File: config.mk
export PLATFORM = sky130hd
export DESIGN_NAME = icy_metadata_demux_title_extract
export DESIGN_NICKNAME = d
export VERILOG_FILES = /design/src/icy_md_pkg.sv /design/src/icy_md_front.sv /design/src/icy_md_queue.sv /design/src/icy_md_back.sv /design/src/icy_metadata_demux_title_extract.sv
export SDC_FILE = /design/constraint.sdc
export NUM_CORES = 1
export LEC_CHECK = 0
export BUFFER_PORTS_ARGS = -buffer_cell sky130_fd_sc_hd__clkbuf_2
export CAP_MARGIN = 30
export CORE_MARGIN = 1
export CORE_UTILIZATION = 57
export DETAILED_ROUTE_END_ITERATION = 12
export PLACE_DENSITY = 0.8
export SYNTH_ARGS = -nofsm -noshare
export SYNTH_HDL_FRONTEND = slang
export SYNTH_SLANG_ARGS = --single-unit
File: constraint.sdc
create_clock -name aclk -period 7.43 [get_ports aclk]
set_clock_uncertainty 0.1 [all_clocks]
set_input_delay 1.1145 -clock aclk [delete_from_list [all_inputs] [get_ports aclk]]
set_output_delay 1.1145 -clock aclk [all_outputs]
set_load 0.01 [all_outputs]
File: src/icy_md_pkg.sv
// ---------------------------------------------------------------------------
// icy_md_pkg: shared types and codes of the stream metadata demultiplexer
// Holds the result kind codes and the entry passed from the framing front
// end to the title matcher back end.
// ---------------------------------------------------------------------------
package icy_md_pkg;

    // Result kind codes.
    localparam logic [1:0] KIND_AUDIO   = 2'd0;
    localparam logic [1:0] KIND_LENGTH  = 2'd1;
    localparam logic [1:0] KIND_META    = 2'd2;
    localparam logic [1:0] KIND_RESTART = 2'd3;

    localparam int COUNT_W = 24;
    localparam int META_W  = 12;

    // Queue geometry.
    localparam int QUEUE_DEPTH = 4;
    localparam int QPTR_W      = $clog2(QUEUE_DEPTH);

    // One classified beat on its way to the matcher.
    typedef struct packed {
        logic [7:0] out_byte;
        logic [1:0] kind;
        logic       clear;      // clear the matcher before this beat
        logic       block_end;  // last byte of a nonempty block
    } icy_md_entry_t;

endpackage

File: src/icy_md_front.sv
// ---------------------------------------------------------------------------
// icy_md_front: framing front end
// Tracks the audio and metadata byte counters and tags each beat as audio,
// length byte, metadata byte or restart.
// ---------------------------------------------------------------------------
module icy_md_front (
    input  logic                      aclk,
    input  logic                      aresetn,
    input  logic [23:0]               meta_interval,
    input  logic                      in_valid,
    input  logic                      in_command,
    input  logic [7:0]                in_byte,
    input  logic                      queue_ready,
    output logic                      push,
    output icy_md_pkg::icy_md_entry_t push_entry
);
    import icy_md_pkg::*;

    logic               reading_meta_reg, reading_meta_next;
    logic               await_length_reg, await_length_next;
    logic [COUNT_W-1:0] data_left_reg, data_left_next;
    logic [META_W-1:0]  meta_left_reg, meta_left_next;

    logic               rm_tmp;
    logic               al_tmp;
    logic [COUNT_W-1:0] dl_tmp;
    logic [COUNT_W-1:0] dl_dec;
    logic [META_W-1:0]  ml_dec;

    assign push = in_valid && queue_ready;

    // Classify the beat and work out the next framing state.
    always_comb begin
        reading_meta_next = reading_meta_reg;
        await_length_next = await_length_reg;
        data_left_next    = data_left_reg;
        meta_left_next    = meta_left_reg;
        push_entry.out_byte  = in_byte;
        push_entry.kind      = KIND_AUDIO;
        push_entry.clear     = 1'b0;
        push_entry.block_end = 1'b0;
        rm_tmp = reading_meta_reg;
        al_tmp = await_length_reg;
        dl_tmp = data_left_reg;
        dl_dec = '0;
        ml_dec = meta_left_reg - META_W'(1);

        if (in_command) begin
            data_left_next    = meta_interval;
            reading_meta_next = 1'b0;
            await_length_next = 1'b0;
            meta_left_next    = '0;
            push_entry.out_byte = 8'd0;
            push_entry.kind     = KIND_RESTART;
            push_entry.clear    = 1'b1;
        end else if (meta_interval != '0) begin
            // An empty block counter inside a block closes it silently.
            if (rm_tmp && !al_tmp && meta_left_reg == '0) begin
                rm_tmp = 1'b0;
                dl_tmp = meta_interval;
            end
            // An exhausted audio counter makes this beat the length byte.
            if (!rm_tmp && dl_tmp == '0) begin
                rm_tmp = 1'b1;
                al_tmp = 1'b1;
            end
            reading_meta_next = rm_tmp;
            await_length_next = al_tmp;
            data_left_next    = dl_tmp;
            dl_dec = dl_tmp - COUNT_W'(1);

            if (!rm_tmp) begin
                push_entry.kind = KIND_AUDIO;
                data_left_next  = dl_dec;
                if (dl_dec == '0) begin
                    reading_meta_next = 1'b1;
                    await_length_next = 1'b1;
                end
            end else if (al_tmp) begin
                push_entry.kind   = KIND_LENGTH;
                await_length_next = 1'b0;
                if (in_byte == 8'd0) begin
                    reading_meta_next = 1'b0;
                    data_left_next    = meta_interval;
                end else begin
                    meta_left_next   = {in_byte, 4'b0000};
                    push_entry.clear = 1'b1;
                end
            end else begin
                push_entry.kind = KIND_META;
                meta_left_next  = ml_dec;
                if (ml_dec == '0) begin
                    push_entry.block_end = 1'b1;
                    reading_meta_next    = 1'b0;
                    data_left_next       = meta_interval;
                end
            end
        end
    end

    // Framing state registers.
    always_ff @(posedge aclk) begin
        if (!aresetn) begin
            reading_meta_reg <= 1'b0;
            await_length_reg <= 1'b0;
            data_left_reg    <= '0;
            meta_left_reg    <= '0;
        end else if (push) begin
            reading_meta_reg <= reading_meta_next;
            await_length_reg <= await_length_next;
            data_left_reg    <= data_left_next;
            meta_left_reg    <= meta_left_next;
        end
    end

endmodule

File: src/icy_md_queue.sv
// ---------------------------------------------------------------------------
// icy_md_queue: short queue between front and back ends
// A small register queue that lets the framing and matching halves stall
// independently of each other.
// ---------------------------------------------------------------------------
module icy_md_queue (
    input  logic                      aclk,
    input  logic                      aresetn,
    input  logic                      push,
    input  icy_md_pkg::icy_md_entry_t push_entry,
    output logic                      not_full,
    input  logic                      pop,
    output logic                      not_empty,
    output icy_md_pkg::icy_md_entry_t pop_entry
);
    import icy_md_pkg::*;

    icy_md_entry_t       store_reg [QUEUE_DEPTH];
    logic [QPTR_W-1:0]   wr_ptr_reg;
    logic [QPTR_W-1:0]   rd_ptr_reg;
    logic [QPTR_W:0]     count_reg;

    assign not_full  = count_reg != (QPTR_W+1)'(QUEUE_DEPTH);
    assign not_empty = count_reg != '0;
    assign pop_entry = store_reg[rd_ptr_reg];

    // Entry storage.
    always_ff @(posedge aclk) begin
        if (push) begin
            store_reg[wr_ptr_reg] <= push_entry;
        end
    end

    // Pointers and fill count.
    always_ff @(posedge aclk) begin
        if (!aresetn) begin
            wr_ptr_reg <= '0;
            rd_ptr_reg <= '0;
            count_reg  <= '0;
        end else begin
            if (push) begin
                wr_ptr_reg <= wr_ptr_reg + QPTR_W'(1);
            end
            if (pop) begin
                rd_ptr_reg <= rd_ptr_reg + QPTR_W'(1);
            end
            if (push && !pop) begin
                count_reg <= count_reg + (QPTR_W+1)'(1);
            end else if (pop && !push) begin
                count_reg <= count_reg - (QPTR_W+1)'(1);
            end
        end
    end

endmodule

File: src/icy_md_back.sv
// ---------------------------------------------------------------------------
// icy_md_back: title matcher back end
// Matches the title pattern without regard to case inside metadata blocks,
// tags title bytes and holds the result in the output register.
// ---------------------------------------------------------------------------
module icy_md_back (
    input  logic                      aclk,
    input  logic                      aresetn,
    input  logic                      entry_valid,
    input  icy_md_pkg::icy_md_entry_t entry,
    output logic                      pop,
    output logic                      out_valid,
    input  logic                      out_ready,
    output logic [7:0]                out_byte,
    output logic [1:0]                out_kind,
    output logic                      out_title,
    output logic                      out_block_end,
    output logic                      out_title_found
);
    import icy_md_pkg::*;

    localparam logic [3:0] PATTERN_LEN = 4'd13;

    // Lower-case pattern character at a given match position.
    function automatic logic [7:0] pattern_char(input logic [3:0] pos);
        logic [7:0] c;
        case (pos)
            4'd0:    c = "s";
            4'd1:    c = "t";
            4'd2:    c = "r";
            4'd3:    c = "e";
            4'd4:    c = "a";
            4'd5:    c = "m";
            4'd6:    c = "t";
            4'd7:    c = "i";
            4'd8:    c = "t";
            4'd9:    c = "l";
            4'd10:   c = "e";
            4'd11:   c = "=";
            4'd12:   c = "'";
            default: c = 8'd0;
        endcase
        return c;
    endfunction

    logic [3:0] match_pos_reg, match_pos_next;
    logic       capturing_reg, capturing_next;
    logic       found_reg, found_next;
    logic       ended_reg, ended_next;
    logic       valid_reg;
    logic [7:0] byte_reg;
    logic [1:0] kind_reg;
    logic       title_reg, title_next;
    logic       bend_reg;
    logic       tfound_reg;
    logic [7:0] lc;
    logic [3:0] pos_inc;

    assign pop = entry_valid && (!valid_reg || out_ready);
    assign lc  = (entry.out_byte >= "A" && entry.out_byte <= "Z") ?
                 entry.out_byte + 8'd32 : entry.out_byte;
    assign pos_inc = match_pos_reg + 4'd1;

    // Matcher step for one metadata byte.
    always_comb begin
        match_pos_next = match_pos_reg;
        capturing_next = capturing_reg;
        found_next     = found_reg;
        ended_next     = ended_reg;
        title_next     = 1'b0;
        if (entry.clear) begin
            match_pos_next = '0;
            capturing_next = 1'b0;
            found_next     = 1'b0;
            ended_next     = 1'b0;
        end else if (entry.kind == KIND_META && !ended_reg) begin
            if (entry.out_byte == 8'd0) begin
                ended_next     = 1'b1;
                capturing_next = 1'b0;
            end else if (capturing_reg) begin
                if (entry.out_byte == "'") begin
                    capturing_next = 1'b0;
                end else begin
                    title_next = 1'b1;
                end
            end else if (!found_reg) begin
                if (match_pos_reg < PATTERN_LEN && lc == pattern_char(match_pos_reg)) begin
                    match_pos_next = pos_inc;
                    if (pos_inc == PATTERN_LEN) begin
                        found_next     = 1'b1;
                        capturing_next = 1'b1;
                        match_pos_next = '0;
                    end
                end else begin
                    match_pos_next = (lc == pattern_char(4'd0)) ? 4'd1 : 4'd0;
                end
            end
        end
    end

    // Matcher state and output valid.
    always_ff @(posedge aclk) begin
        if (!aresetn) begin
            match_pos_reg <= '0;
            capturing_reg <= 1'b0;
            found_reg     <= 1'b0;
            ended_reg     <= 1'b0;
            valid_reg     <= 1'b0;
        end else begin
            if (pop) begin
                match_pos_reg <= match_pos_next;
                capturing_reg <= capturing_next;
                found_reg     <= found_next;
                ended_reg     <= ended_next;
                valid_reg     <= 1'b1;
            end else if (out_ready) begin
                valid_reg <= 1'b0;
            end
        end
    end

    // Output payload register.
    always_ff @(posedge aclk) begin
        if (pop) begin
            byte_reg   <= entry.out_byte;
            kind_reg   <= entry.kind;
            title_reg  <= title_next;
            bend_reg   <= entry.block_end;
            tfound_reg <= entry.block_end && found_next;
        end
    end

    assign out_valid       = valid_reg;
    assign out_byte        = byte_reg;
    assign out_kind        = kind_reg;
    assign out_title       = title_reg;
    assign out_block_end   = bend_reg;
    assign out_title_found = tfound_reg;

endmodule

File: src/icy_metadata_demux_title_extract.sv
// ---------------------------------------------------------------------------
// icy_metadata_demux_title_extract: stream metadata demultiplexer
// Tags every stream byte as audio, length, metadata or restart and marks the
// stream title found inside metadata blocks.
//
//   Channel  Direction  Payload
//   s_       in         tuser: command; tdata: data_byte
//   m_       out        tuser: kind; tdata: out_byte, is_title, block_end,
//                       title_found
//   cfg_     in         cfg_wr_data: meta_interval
//
// One beat is accepted per cycle while the queue is not full. A result is
// formed as its input beat passes through the four-entry queue and is then
// loaded into the output register.
// Reset clears all framing and matcher state and the interval register.
// A stalled output fills the queue; s_tready drops only when it is full.
// ---------------------------------------------------------------------------
module icy_metadata_demux_title_extract (
    input  logic        aclk,
    input  logic        aresetn,
    input  logic        cfg_wr_en,
    input  logic [23:0] cfg_wr_data,   // meta_interval
    input  logic        s_tvalid,
    output logic        s_tready,
    input  logic [7:0]  s_tdata,       // [7:0] data_byte
    input  logic        s_tuser,       // [0] command
    output logic        m_tvalid,
    input  logic        m_tready,
    output logic [15:0] m_tdata,       // [7:0] out_byte, [8] is_title,
                                       // [9] block_end, [10] title_found
    output logic [1:0]  m_tuser        // [1:0] kind
);
    import icy_md_pkg::*;

    logic [23:0]   meta_interval_reg;
    logic          push;
    logic          queue_not_full;
    logic          queue_not_empty;
    logic          pop;
    icy_md_entry_t push_entry;
    icy_md_entry_t pop_entry;
    logic [7:0]    out_byte;
    logic          out_title;
    logic          out_block_end;
    logic          out_title_found;

    // Interval register.
    always_ff @(posedge aclk) begin
        if (!aresetn) begin
            meta_interval_reg <= '0;
        end else if (cfg_wr_en) begin
            meta_interval_reg <= cfg_wr_data;
        end
    end

    assign s_tready = queue_not_full;

    icy_md_front u_front (
        .aclk          (aclk),
        .aresetn       (aresetn),
        .meta_interval (meta_interval_reg),
        .in_valid      (s_tvalid),
        .in_command    (s_tuser),
        .in_byte       (s_tdata),
        .queue_ready   (queue_not_full),
        .push          (push),
        .push_entry    (push_entry)
    );

    icy_md_queue u_queue (
        .aclk       (aclk),
        .aresetn    (aresetn),
        .push       (push),
        .push_entry (push_entry),
        .not_full   (queue_not_full),
        .pop        (pop),
        .not_empty  (queue_not_empty),
        .pop_entry  (pop_entry)
    );

    icy_md_back u_back (
        .aclk            (aclk),
        .aresetn         (aresetn),
        .entry_valid     (queue_not_empty),
        .entry           (pop_entry),
        .pop             (pop),
        .out_valid       (m_tvalid),
        .out_ready       (m_tready),
        .out_byte        (out_byte),
        .out_kind        (m_tuser),
        .out_title       (out_title),
        .out_block_end   (out_block_end),
        .out_title_found (out_title_found)
    );

    // Pack the result fields, lowest field first.
    assign m_tdata = {5'b00000, out_title_found, out_block_end, out_title, out_byte};

endmodule

==> impl_results.md <==
* Hold depth at 2
* # IOs at 58
* Critical path class: register to register
* CTS Sinks at 147
* Synthesized-area fraction occupied by and/or/nand/nor cells at 18.5%
* # setup viols final at 0
* DR top layer: met4
* Rel. slew slack at 29.9%
* Routed via count at 6609
* Leak at 3.66 nW
* Drt wl/cell at 18.4 µm
* Clock latency on the worst-skew pair at 0.43 ns
* Distinct cells, synth at 73
* Synthesis warning total at 0
* Multiplexer share of the synthesized area at 13.8%
* Max Cap Viol at 0
* Number of flops mapped to enable cells by yosys at 61
* Xor/xnor share of the synthesized area at 4.77%
* Pwr Total at 2.86 mW
* First-pass GRT wire length at 32300 µm
* Min Tclk post-route at 5.55 ns
* Crit path max fanout at 34
* Vias in the first global route at 6394
* M1 WL at 8180 µm
* Die H at 122 µm
* Final setup TNS at 0 ns
* Post-synthesis register bit count at 147
* Antenna cells at 0
* Primary FF master, synth: dfxtp_1
* CTS tree: done
* CP Launch Type: register
* Root buf cell: clkbuf_16
* Req. time, crit path at 7.62 ns
* Post-route DRC at 0
* CP Capture Type: register
* Synth area leader: edfxtp_1
* Initial antenna violation count at 0
* Share of the synthesized area in compound gates (AO/OA/AOI/OAI) at 13.3%
* I/O Buffers at 52
* Max reg flops at 48
* RSZ-0062 raised after global routing: no
* Min-delay worst type: register to register
* Die area at 15000 µm²
* Half-perimeter wire length after placement at 13300 µm
* H-tree depth at 4
* GRT Total Usage at 28.2%
* Pwr dens at 312 nW/µm²
* Least-Margin Pin Slew at 1.02 ns
* CTS Hold Bufs at 0
* FF-to-FF path depth at 13
* Largest net degree at the start of global routing at 71
* Slew Viols, Final at 0
* Largest family of logic cells by synthesized area: simple AND/OR/NAND/NOR gates
* Clock Path Buffers at 2
* Top cells by area, synth: edfxtp_1 (22%), dfxtp_1 (21%), mux2i_1 (9.8%), nor2_1 (4.9%), mux4_2 (3.3%)
* GPL Wtd Cong at 0.878
* Synth Instances at 844
* CTS buffer count at 17
* Final period util at 74.6%
* Register area share after synthesis at 43.0%
* Synthesized area per cell at 9.79 µm²
* Vias per cell at 6.17
* Initial Util at 59.0%
* DRT iter0 DRCs at 654
* Endpoints failing hold at 0
* Mapped Area at 8260 µm²
* Critical Path AT at 5.74 ns
* VDD IR max at 0.167 mV
* Postcts setup bufs at 0
* Commonest non-fill, non-tap cell in the layout: nor2_1
* Gr ovfl total at 0
* Worst-path clk slew at 0.06 ns
* Syn-to-layout area delta at 10.9%
* Yosys top cell area share at 22.2%
* Most frequent cells in the layout: nor2_1 (107), dfxtp_1 (86), mux2i_1 (81), edfxtp_1 (61), clkbuf_2 (52)
* # resized after CTS at 0
* Min Hold Slack at 0.419 ns
* Layout cell share with drive strength beyond 1 at 14.5%
* Status: complete, no violations
* Nets at 934
* WL final at 19700 µm
* Peak Freq at 180 MHz
* Synth Area in Adders at 2.67%
* Core area at 14000 µm²
* Post-synth ARST share at 0%
* Rows at 43
* First drt pass iteration count at 6
* Met2 wire length at 9960 µm
* Routed Antenna Nets at 0
* Met3 wire length at 1090 µm
* Die Wd at 122 µm
==> final timing paths <==
check	from	end	slack, ns
worst max-delay path	u_front.meta_left_reg[2]	u_front.data_left_reg[7]	1.88
worst min-delay path	u_queue.wr_ptr_reg[1]	u_queue.wr_ptr_reg[1]	0.42
worst max register to register	u_front.meta_left_reg[2]	u_front.data_left_reg[7]	1.88
worst min register to register	u_queue.wr_ptr_reg[1]	u_queue.wr_ptr_reg[1]	0.42
==> per-layer routing <==
| metal | vias up | global-route usage (%) |
|---|---|---|
| li1 | 3168 | - |
| met1 | 3170 | 34.0 |
| met2 | 226 | 48.0 |
| met3 | 45 | 6.64 |
| met4 | 0 | 12.4 |
| met5 | - | 0 |
==> synthesized netlist by cell type (all sizes together), types with 5 or more instances <==
master   number
nor2        110
dfxtp        86
mux2i        82
edfxtp       61
nand2        50
a21oi        41
o21ai        37
nor3         30
clkbuf       25
inv          23
xor2         23
buf          22
xnor2        22
ha           16
a22oi        15
nand3        14
nor4         13
mux4         12
o22ai        12
or3          11
nand4        10
nor2b        10
a221oi        7
and3          7
o21a          7
a211oi        6
and2          6
o2bb2ai       6
o31ai         6
or2           6
nand2b        5
nand4b        5
nor3b         5
o32ai         5
==> power breakdown <==
| group | internal [mW] | leakage [nW] | switching [mW] |
|---|---|---|---|
| Clock | 0.473 | 0.286 | 0.365 |
| Combinational | 0.381 | 2.10 | 0.564 |
| Sequential | 0.979 | 1.27 | 0.0962 |
| Total | 1.83 | 3.66 | 1.03 |
==> worst max-delay path, cell delays in order (launching register included) <==
cell,delay [ns]
dfxtp_1,0.38
nor4_4,0.52
nand4_4,0.62
mux2i_1,0.45
ha_1,0.31
inv_1,0.10
nor4_1,0.49
a41oi_2,0.56
mux2i_1,0.97
nor2_2,0.15
buf_4,0.30
mux2i_1,0.18
a21oi_1,0.08
o2bb2ai_1,0.16
==> logic make-up after synthesis <==
logic type	count (synthesis)
DFF	147
adders and majority gates	17
AOI/OAI and AO/OA	167
and+or+nand+nor	297
muxes	98
other	1
buffers and inverters	72
xor gates and xnor gates	45
==> metrics by stage <==
stage | cell area (µm²) | util, % | setup slack (ns) | cells
after global routing | 9160 | 65.5 | 1.44 | 1072
after CTS | 9160 | 65.5 | 1.99 | 1072
after global placement | 8580 | 61.4 | 2.20 | 1040
after floorplan | 8270 | - | 2.64 | 848
after detailed placement | 8580 | 61.4 | 2.02 | 1040
final | 9160 | 65.5 | 1.88 | 1072
==> cell type report <==
class,count,area (µm²)
tap,180,225
timing repair buffer,59,313
sequential,147,3550
clock buffer,18,429
multi-input combinational,629,4400
inverter,25,93.8
clock inverter,14,144
fill,1113,4830
No activity file was read; power rests on OpenSTA's default activity.
